<file path="src/hdl/desfr_pkg.sv">
// Package with the item types and the DES permutation and S-box tables for the round core.
`timescale 1ns / 1ps
package desfr_pkg;

  localparam int unsigned HALF_W = 32;
  localparam int unsigned KEY_W = 48;
  localparam int unsigned SBOX_N = 8;

  typedef struct packed {
    logic [HALF_W-1:0] left_half;
    logic [HALF_W-1:0] right_half;
    logic [KEY_W-1:0]  round_subkey;
  } desfr_in_t;

  typedef struct packed {
    logic [HALF_W-1:0] new_left;
    logic [HALF_W-1:0] new_right;
  } desfr_out_t;

  localparam logic [5:0] E_TAB [0:KEY_W-1] = '{
    6'd32, 6'd1,  6'd2,  6'd3,  6'd4,  6'd5,  6'd4,  6'd5,
    6'd6,  6'd7,  6'd8,  6'd9,  6'd8,  6'd9,  6'd10, 6'd11,
    6'd12, 6'd13, 6'd12, 6'd13, 6'd14, 6'd15, 6'd16, 6'd17,
    6'd16, 6'd17, 6'd18, 6'd19, 6'd20, 6'd21, 6'd20, 6'd21,
    6'd22, 6'd23, 6'd24, 6'd25, 6'd24, 6'd25, 6'd26, 6'd27,
    6'd28, 6'd29, 6'd28, 6'd29, 6'd30, 6'd31, 6'd32, 6'd1
  };

  localparam logic [5:0] P_TAB [0:HALF_W-1] = '{
    6'd16, 6'd7,  6'd20, 6'd21, 6'd29, 6'd12, 6'd28, 6'd17,
    6'd1,  6'd15, 6'd23, 6'd26, 6'd5,  6'd18, 6'd31, 6'd10,
    6'd2,  6'd8,  6'd24, 6'd14, 6'd32, 6'd27, 6'd3,  6'd9,
    6'd19, 6'd13, 6'd30, 6'd6,  6'd22, 6'd11, 6'd4,  6'd25
  };

  // Each box holds its four rows of sixteen one after another, addressed by {row, column}.
  localparam logic [3:0] SBOX_TAB [0:SBOX_N-1][0:63] = '{
    '{4'd14, 4'd4, 4'd13, 4'd1, 4'd2, 4'd15, 4'd11, 4'd8,
      4'd3, 4'd10, 4'd6, 4'd12, 4'd5, 4'd9, 4'd0, 4'd7,
      4'd0, 4'd15, 4'd7, 4'd4, 4'd14, 4'd2, 4'd13, 4'd1,
      4'd10, 4'd6, 4'd12, 4'd11, 4'd9, 4'd5, 4'd3, 4'd8,
      4'd4, 4'd1, 4'd14, 4'd8, 4'd13, 4'd6, 4'd2, 4'd11,
      4'd15, 4'd12, 4'd9, 4'd7, 4'd3, 4'd10, 4'd5, 4'd0,
      4'd15, 4'd12, 4'd8, 4'd2, 4'd4, 4'd9, 4'd1, 4'd7,
      4'd5, 4'd11, 4'd3, 4'd14, 4'd10, 4'd0, 4'd6, 4'd13},
    '{4'd15, 4'd1, 4'd8, 4'd14, 4'd6, 4'd11, 4'd3, 4'd4,
      4'd9, 4'd7, 4'd2, 4'd13, 4'd12, 4'd0, 4'd5, 4'd10,
      4'd3, 4'd13, 4'd4, 4'd7, 4'd15, 4'd2, 4'd8, 4'd14,
      4'd12, 4'd0, 4'd1, 4'd10, 4'd6, 4'd9, 4'd11, 4'd5,
      4'd0, 4'd14, 4'd7, 4'd11, 4'd10, 4'd4, 4'd13, 4'd1,
      4'd5, 4'd8, 4'd12, 4'd6, 4'd9, 4'd3, 4'd2, 4'd15,
      4'd13, 4'd8, 4'd10, 4'd1, 4'd3, 4'd15, 4'd4, 4'd2,
      4'd11, 4'd6, 4'd7, 4'd12, 4'd0, 4'd5, 4'd14, 4'd9},
    '{4'd10, 4'd0, 4'd9, 4'd14, 4'd6, 4'd3, 4'd15, 4'd5,
      4'd1, 4'd13, 4'd12, 4'd7, 4'd11, 4'd4, 4'd2, 4'd8,
      4'd13, 4'd7, 4'd0, 4'd9, 4'd3, 4'd4, 4'd6, 4'd10,
      4'd2, 4'd8, 4'd5, 4'd14, 4'd12, 4'd11, 4'd15, 4'd1,
      4'd13, 4'd6, 4'd4, 4'd9, 4'd8, 4'd15, 4'd3, 4'd0,
      4'd11, 4'd1, 4'd2, 4'd12, 4'd5, 4'd10, 4'd14, 4'd7,
      4'd1, 4'd10, 4'd13, 4'd0, 4'd6, 4'd9, 4'd8, 4'd7,
      4'd4, 4'd15, 4'd14, 4'd3, 4'd11, 4'd5, 4'd2, 4'd12},
    '{4'd7, 4'd13, 4'd14, 4'd3, 4'd0, 4'd6, 4'd9, 4'd10,
      4'd1, 4'd2, 4'd8, 4'd5, 4'd11, 4'd12, 4'd4, 4'd15,
      4'd13, 4'd8, 4'd11, 4'd5, 4'd6, 4'd15, 4'd0, 4'd3,
      4'd4, 4'd7, 4'd2, 4'd12, 4'd1, 4'd10, 4'd14, 4'd9,
      4'd10, 4'd6, 4'd9, 4'd0, 4'd12, 4'd11, 4'd7, 4'd13,
      4'd15, 4'd1, 4'd3, 4'd14, 4'd5, 4'd2, 4'd8, 4'd4,
      4'd3, 4'd15, 4'd0, 4'd6, 4'd10, 4'd1, 4'd13, 4'd8,
      4'd9, 4'd4, 4'd5, 4'd11, 4'd12, 4'd7, 4'd2, 4'd14},
    '{4'd2, 4'd12, 4'd4, 4'd1, 4'd7, 4'd10, 4'd11, 4'd6,
      4'd8, 4'd5, 4'd3, 4'd15, 4'd13, 4'd0, 4'd14, 4'd9,
      4'd14, 4'd11, 4'd2, 4'd12, 4'd4, 4'd7, 4'd13, 4'd1,
      4'd5, 4'd0, 4'd15, 4'd10, 4'd3, 4'd9, 4'd8, 4'd6,
      4'd4, 4'd2, 4'd1, 4'd11, 4'd10, 4'd13, 4'd7, 4'd8,
      4'd15, 4'd9, 4'd12, 4'd5, 4'd6, 4'd3, 4'd0, 4'd14,
      4'd11, 4'd8, 4'd12, 4'd7, 4'd1, 4'd14, 4'd2, 4'd13,
      4'd6, 4'd15, 4'd0, 4'd9, 4'd10, 4'd4, 4'd5, 4'd3},
    '{4'd12, 4'd1, 4'd10, 4'd15, 4'd9, 4'd2, 4'd6, 4'd8,
      4'd0, 4'd13, 4'd3, 4'd4, 4'd14, 4'd7, 4'd5, 4'd11,
      4'd10, 4'd15, 4'd4, 4'd2, 4'd7, 4'd12, 4'd9, 4'd5,
      4'd6, 4'd1, 4'd13, 4'd14, 4'd0, 4'd11, 4'd3, 4'd8,
      4'd9, 4'd14, 4'd15, 4'd5, 4'd2, 4'd8, 4'd12, 4'd3,
      4'd7, 4'd0, 4'd4, 4'd10, 4'd1, 4'd13, 4'd11, 4'd6,
      4'd4, 4'd3, 4'd2, 4'd12, 4'd9, 4'd5, 4'd15, 4'd10,
      4'd11, 4'd14, 4'd1, 4'd7, 4'd6, 4'd0, 4'd8, 4'd13},
    '{4'd4, 4'd11, 4'd2, 4'd14, 4'd15, 4'd0, 4'd8, 4'd13,
      4'd3, 4'd12, 4'd9, 4'd7, 4'd5, 4'd10, 4'd6, 4'd1,
      4'd13, 4'd0, 4'd11, 4'd7, 4'd4, 4'd9, 4'd1, 4'd10,
      4'd14, 4'd3, 4'd5, 4'd12, 4'd2, 4'd15, 4'd8, 4'd6,
      4'd1, 4'd4, 4'd11, 4'd13, 4'd12, 4'd3, 4'd7, 4'd14,
      4'd10, 4'd15, 4'd6, 4'd8, 4'd0, 4'd5, 4'd9, 4'd2,
      4'd6, 4'd11, 4'd13, 4'd8, 4'd1, 4'd4, 4'd10, 4'd7,
      4'd9, 4'd5, 4'd0, 4'd15, 4'd14, 4'd2, 4'd3, 4'd12},
    '{4'd13, 4'd2, 4'd8, 4'd4, 4'd6, 4'd15, 4'd11, 4'd1,
      4'd10, 4'd9, 4'd3, 4'd14, 4'd5, 4'd0, 4'd12, 4'd7,
      4'd1, 4'd15, 4'd13, 4'd8, 4'd10, 4'd3, 4'd7, 4'd4,
      4'd12, 4'd5, 4'd6, 4'd11, 4'd0, 4'd14, 4'd9, 4'd2,
      4'd7, 4'd11, 4'd4, 4'd1, 4'd9, 4'd12, 4'd14, 4'd2,
      4'd0, 4'd6, 4'd10, 4'd13, 4'd15, 4'd3, 4'd5, 4'd8,
      4'd2, 4'd1, 4'd14, 4'd7, 4'd4, 4'd10, 4'd8, 4'd13,
      4'd15, 4'd12, 4'd9, 4'd0, 4'd3, 4'd5, 4'd6, 4'd11}
  };

endpackage

</file>
<file path="src/hdl/desfr_round_fn.sv">
// Combinational DES round: expansion, subkey mix, S-boxes, P permutation and the half swap.
`timescale 1ns / 1ps
module desfr_round_fn (
  input  desfr_pkg::desfr_in_t  in_i,
  output desfr_pkg::desfr_out_t out_o
);
  import desfr_pkg::*;

  logic [KEY_W-1:0]  expanded;
  logic [KEY_W-1:0]  mixed;
  logic [HALF_W-1:0] sbox_out;
  logic [HALF_W-1:0] f_out;

  // Table entries count bits from 1 at the most significant end.
  always_comb begin
    logic [5:0] pos;
    for (int i = 0; i < KEY_W; i++) begin
      pos = 6'(HALF_W) - E_TAB[i];
      expanded[KEY_W-1-i] = in_i.right_half[pos[4:0]];
    end
  end

  assign mixed = expanded ^ in_i.round_subkey;

  always_comb begin
    logic [5:0] grp;
    for (int i = 0; i < SBOX_N; i++) begin
      grp = mixed[6*(SBOX_N-1-i) +: 6];
      sbox_out[4*(SBOX_N-1-i) +: 4] = SBOX_TAB[i][{grp[5], grp[0], grp[4:1]}];
    end
  end

  always_comb begin
    logic [5:0] pos;
    for (int i = 0; i < HALF_W; i++) begin
      pos = 6'(HALF_W) - P_TAB[i];
      f_out[HALF_W-1-i] = sbox_out[pos[4:0]];
    end
  end

  assign out_o.new_left  = in_i.right_half;
  assign out_o.new_right = in_i.left_half ^ f_out;

endmodule

</file>
<file path="src/hdl/des_feistel_round_core.sv">
// Top level of the DES Feistel round core: input register, round logic and result register.
// Usage: drive in_i and raise start; an item is taken at every rising edge where start is
// high and busy is low. busy is always low, so one item can be taken in every cycle.
// The item is held in an input register, the round logic works on it during the next
// cycle, and the result is captured in a result register. The result shows on result_o
// for exactly one cycle with strobe_o high: it appears once the result register has taken
// it, and the receiver takes it at the edge that ends that cycle.
// Throughput is one item per cycle; the input register and the result register sit on
// either side of the single round function.
// new_left is the incoming right half; new_right is the left half XOR the round function.
// There is no kept state between items, so items are independent.
// The receiver cannot stall: every result is taken in the cycle it is shown.
// Reset clears both valid flags, so no strobe appears until an item has been taken.
`timescale 1ns / 1ps
module des_feistel_round_core (
  input  logic                  clk_i,
  input  logic                  rst_ni,
  input  logic                  start,
  output logic                  busy,
  input  desfr_pkg::desfr_in_t  in_i,
  output logic                  strobe_o,
  output desfr_pkg::desfr_out_t result_o
);
  import desfr_pkg::*;

  logic       in_vld_q;
  desfr_in_t  in_q;
  desfr_out_t round_d;
  logic       res_vld_q;
  desfr_out_t res_q;

  assign busy = 1'b0;

  always_ff @(posedge clk_i or negedge rst_ni) begin
    if (!rst_ni) begin
      in_vld_q  <= 1'b0;
      res_vld_q <= 1'b0;
    end else begin
      in_vld_q  <= start && !busy;
      res_vld_q <= in_vld_q;
    end
  end

  always_ff @(posedge clk_i) begin
    if (start && !busy) begin
      in_q <= in_i;
    end
    if (in_vld_q) begin
      res_q <= round_d;
    end
  end

  desfr_round_fn u_round_fn (
    .in_i  (in_q),
    .out_o (round_d)
  );

  assign strobe_o = res_vld_q;
  assign result_o = res_q;

endmodule

</file>
<file path="config.mk">
export PLATFORM = sky130hd
export DESIGN_NAME = des_feistel_round_core
export DESIGN_NICKNAME = d
export VERILOG_FILES = /design/src/hdl/desfr_pkg.sv /design/src/hdl/desfr_round_fn.sv /design/src/hdl/des_feistel_round_core.sv
export SDC_FILE = /design/constraint.sdc
export NUM_CORES = 1
export LEC_CHECK = 0
export CORE_UTILIZATION = 29
export CTS_BUF_LIST = sky130_fd_sc_hd__clkbuf_8
export CTS_CLUSTER_DIAMETER = 120
export CTS_CLUSTER_SIZE = 16
export DETAILED_ROUTE_END_ITERATION = 10
export DONT_BUFFER_PORTS = 1
export PLACE_DENSITY_LB_ADDON = 0.25
export SYNTH_ARGS = -nofsm -noshare
export SYNTH_HDL_FRONTEND = slang
export SYNTH_SLANG_ARGS = --single-unit
</file>
<file path="constraint.sdc">
create_clock -name clk_i -period 4.25 [get_ports clk_i]
set_input_delay 0.425 -clock clk_i [delete_from_list [all_inputs] [get_ports clk_i]]
set_output_delay 0.425 -clock clk_i [all_outputs]
set_load 0.02 [all_outputs]
</file>
[Yosys cells after proc, flatten, opt, wreduce, memory -nomap -nowiden]
Memories as Yosys holds them, arrays and structs flattened.
Cells that the tools add are included.
Word-level totals
  register bits after elaboration: 178
  ROM bits: 2048
  input bits: 115
  bits in writable memories: 0
  latch bits: 0
  memories kept: 8
  output and inout bits: 66
  logic and storage cells: 49
Memory list
  (name not given): words 64, width 4, read ports 1, clocked after memory_dff 0, wr ports 0, line desfr_round_fn.sv:29  | sbox_out[4*(SBOX_N-1-i) +: 4] = SBOX_TAB[i][{grp[5], grp[0], grp[4:1]}];
  (name not given): words 64, width 4, read ports 1, clocked after memory_dff 0, wr ports 0, line desfr_round_fn.sv:29
  (name not given): words 64, width 4, read ports 1, clocked after memory_dff 0, wr ports 0, line desfr_round_fn.sv:29
  (name not given): words 64, width 4, read ports 1, clocked after memory_dff 0, wr ports 0, line desfr_round_fn.sv:29
  (name not given): words 64, width 4, read ports 1, clocked after memory_dff 0, wr ports 0, line desfr_round_fn.sv:29
  (name not given): words 64, width 4, read ports 1, clocked after memory_dff 0, wr ports 0, line desfr_round_fn.sv:29
  2 more memories
Operators by class
  mux-type cells: 16
  shift operators: 0
  $mul: 0
  eq/ne operators: 0
  order comparisons: 8
  bitwise logic cells: 10
  div/mod/pow operators: 0
  reductions and logical operators: 0
  add/sub/neg operators: 0
Operator list (number)
  two-way mux 4 bit: 16
  greater-or-equal comparator 7 bit (second input constant): 8
  NOT 6 -> 7 bit: 8
  bitwise XOR 48 bit: 1
  bitwise XOR 32 bit: 1

[Longest topological paths before layout]
  word-level depth: 6
  gate-level depth with buffers: 10
  depth with buffers taken out: 9

[By module]
A second synthesis with hierarchy kept.
Unflattened totals
  cell total of the unflattened synthesis: 924
  area, all modules: 10960.5 µm²
Modules (own cells, without submodules)
  desfr_round_fn: cells an instance 744, sequential area each 0.0 µm², times used 1, area each 5614.1 µm²
  des_feistel_round_core: cells an instance 180, sequential area each 5335.1 µm², times used 1, area each 5346.4 µm²

[Worst setup path before layout]
OpenSTA, ideal clock, no wires.
  kind: register -> register
  start point: register in_q[56] in the netlist's numbering
  end point: register res_q, in the netlist result_o[3], data pin
  library setup time: 257 ps
  path buffers: 1
  cell stages (with the launch flop): 8
  clock period less this slack: 2863 ps
  data required time: 3993 ps
  arrival: 2607 ps
  setup slack: 1387 ps
  cell sequence: edfxtp_1 > xor2_1 > ha_1 > clkbuf_1 > inv_1 > mux4_2 > mux4_2 > xor2_1
RTL lines
  start, declared: line des_feistel_round_core.sv:27  | desfr_in_t in_q;
  start signal, assigned: line des_feistel_round_core.sv:46  | in_q <= in_i;
  end signal, assigned: line des_feistel_round_core.sv:49  | res_q <= round_d;
  end, declared: line des_feistel_round_core.sv:30  | desfr_out_t res_q;

==> summary.md <==
| Metric | Value |
|---|---|
| Initial Utilization | 29.6% |
| RSZ-0062 raised after global routing | false |
| Slew Viols, Final | 0 |
| Leak | 4.67 nW |
| Post-synth top area share | 48.5% |
| First-pass GRT wire length | 41800 microns |
| Sequential area share after synthesis | 49.0% |
| Post-CTS resize count | 0 |
| Layout cells sized above 1 | 9.44% |
| Crit start category | flop |
| Max Cap Violations | 0 |
| IO Pins | 181 |
| Setup WS post-layout | 1.18 ns |
| Number of remaining DRC errors | 0 |
| Final Cycle Share | 72.3% |
| Sum of negative setup slack | 0 ns |
| Power per cell area | 426 nW/um^2 |
| CTS Buf Count | 17 |
| Worst EP arrival | 3.32 ns |
| Total core area | 36800 sq um |
| Via density | 5.01 |
| Fin. Hold Viols | 0 |
| Post-synth ARST share | 1.12% |
| Synth cell types | 58 |
| Syn Nets | 1092 |
| R2r setup slk | 1.18 ns |
| P&R area growth vs syn | 20.0% |
| Antenna viol nets, final | 0 |
| Post-layout nets | 1213 |
| IO buf count | 0 |
| Pre-CTS setup slack | 1.21 ns |
| Yosys Warn Count | 0 |
| Status | finished, final reports clean |
| Die footprint | 38300 sq um |
| CTS root buf | clkbuf_8 |
| Sink Count | 178 |
| CTS tree | yes |
| CP required | 4.50 ns |
| Initial DRC count | 467 |
| Fillers | 3632 |
| Crit Path Class | flop to flop |
| Largest net degree at the start of global routing | 76 |
| Peak VDD IR | 0.287 mV |
| Height of the die | 196 microns |
| Number of flops mapped to enable cells by yosys | 176 |
| Setup Skew | 0.0106 ns |
| Fmax | 326 MHz |
| Routability congestion estimate | 0.799 |
| CP Max Fanout | 11 |
| Initial DRT Pass Iterations | 5 |
| Min-Delay Path Class | primary input to async pin |
| Worst slew pin tran | 1.10 ns |
| Most common cell in the synthesized netlist | edfxtp_1 |
| Via Count | 7607 |
| Area contributors post-synth | edfxtp_1 (49%), ha_1 (7.1%), mux4_2 (5.2%) |
| Final wirelength | 26600 microns |
| Crit path time final | 3.07 ns |
| Syn Area/Cell | 11.9 sq um |
| Clock latency on the worst-skew pair | 0.51 ns |
| Synthesized area | 10900 sq um |
| Slew Limit Headroom | 27.0% |
| FF+latch count, synth | 178 |
| H-tree levels | 4 |
| Commonest cells post-synth | edfxtp_1 (176), nand2_1 (63), nor2_1 (63), xnor2_1 (63), ha_1 (62) |
| DP HPWL | 16900 microns |
| Rows | 70 |
| Global route overflow | 0 |
| Clock slew at reported path FFs | 0.11 ns |
| Die Wd | 196 microns |
| Worst setup EP type | flop |
| Post-Syn Instances | 915 |
| Final setup viols | 0 |
| Drt wl/cell | 17.5 microns |
| Vias in the first global route | 7343 |
| Maximum root-to-sink buffer count | 2 |
| Initial antenna violation count | 2 |
| Total global-route track usage | 14.1% |
| Synth area leader | edfxtp_1 |
| Post-synth top flop | edfxtp_1 |
[metal layers]
metal,global-route usage [%],vias up,part of all wire (%),wire length (microns)
met5,0,-,0,0
met2,22.2,228,47,12500
li1,-,3694,-,-
met1,19.1,3666,46,12300
met4,4.31,0,1.3,348
met3,3.66,19,5.6,1490
[final cells by class]
class                   count  area [sq um]  area share (%)
diodes                      2          5.00          0.0383
clock buffers              17           234            1.79
clock inverters            15           140            1.07
inverters                  45           171            1.31
multi-input cells         653          5210            39.9
flip-flops and latches    178          5340            40.9
well taps                 468           586            4.48
repair buffers            141          1380            10.5
[final timing paths]
kind / endpoint / from / cells after the start
worst max register to register: result_o[7]$_DFFE_PP_ / in_q[61]$_DFFE_PP_ / 8
worst max-delay path: result_o[7]$_DFFE_PP_ / in_q[61]$_DFFE_PP_ / 8
max in group asynchronous: in_vld_q$_DFF_PN0_ / rst_ni / 1
min in group clk_i: in_vld_q$_DFF_PN0_ / start / 1
worst min register to register: result_o[57]$_DFFE_PP_ / in_q[73]$_DFFE_PP_ / 0
worst min-delay path: in_vld_q$_DFF_PN0_ / rst_ni / 1
[where the power goes]
| group | internal, W | switching (W) |
|---|---|---|
| Sequential | 0.00222 | 0.000309 |
| Clock | 0.000429 | 0.000721 |
| Combinational | 0.000840 | 0.00105 |
| Total | 0.00349 | 0.00208 |
[cells by family after synthesis]
| group | synth area share (%) |
|---|---|
| compound gates | 12.8 |
| xor+xnor | 11.1 |
| fa+ha+maj | 7.12 |
| buf+inv | 3.14 |
| flops | 49.0 |
| mux | 8.65 |
| other cells | 0.0344 |
| simple gates | 8.13 |
[registers in the layout, summed over array words and instances (netlist names)]
name,count
result_o,64
in_q,112
strobe_o,1
in_vld_q,1
[timing repair]
| action | 4_1_cts | 5_1_grt |
|---|---|---|
| endpoints found under the hold margin | 189 | 0 |
| setup buffers | 0 | 0 |
| hold buffers | 116 | 0 |
[metrics by stage]
stage / instances / hold WS, ns / cell area, sq um / utilization [%] / total power [W]
floorplan: 915 / 0.129 / 10900 / - / 0.00391
global placement: 1369 / 0.129 / 11500 / 31.3 / 0.00433
detailed placement: 1369 / 0.129 / 11500 / 31.3 / 0.00434
CTS: 1517 / 0.0577 / 13100 / 35.5 / 0.00565
global route: 1519 / 0.0798 / 13100 / 35.5 / 0.00593
finish: 1519 / 0.128 / 13100 / 35.5 / 0.00557
[critical path, stage by stage (launching register included)]
cell      delay (ns)
edfxtp_1        0.43
xor2_1          0.64
clkinv_1        0.58
ha_1            0.39
o31ai_1         0.24
a21oi_1         0.08
o21ai_0         0.17
o31ai_1         0.12
xor2_1          0.17
[cells in the final DEF, fill, tap and decap left out, types with 3 or more instances in the layout]
master         synthesis  final
edfxtp_1             176    176
dlygate4sd3_1          0    114
xnor2_1               63     63
nand2_1               63     63
nor2_1                63     63
ha_1                  62     62
xor2_1                55     55
inv_1                 42     42
o21ai_0               38     38
a21oi_1               33     33
mux2i_1               30     30
mux4_2                25     25
buf_4                  2     25
nand3_1               24     24
a211oi_1              24     24
nor3_1                23     23
o211ai_1              21     21
a31oi_1               18     18
clkbuf_8               0     17
o311ai_0               8      8
o2111ai_1              7      7
a311oi_1               7      7
a2111oi_0              7      7
nor4_1                 6      6
o31ai_1                6      6
inv_6                  0      6
xor2_2                 5      5
a211o_1                5      5
or3_1                  5      5
a221oi_1               5      5
xnor2_2                4      4
and3_1                 4      4
nand2b_1               3      3
clkinv_1               2      3
mux4_1                 3      3
o22ai_1                3      3
and2_1                 3      3
a31o_2                 3      3
o221ai_1               3      3
No activity file was read; power rests on OpenSTA's default activity.
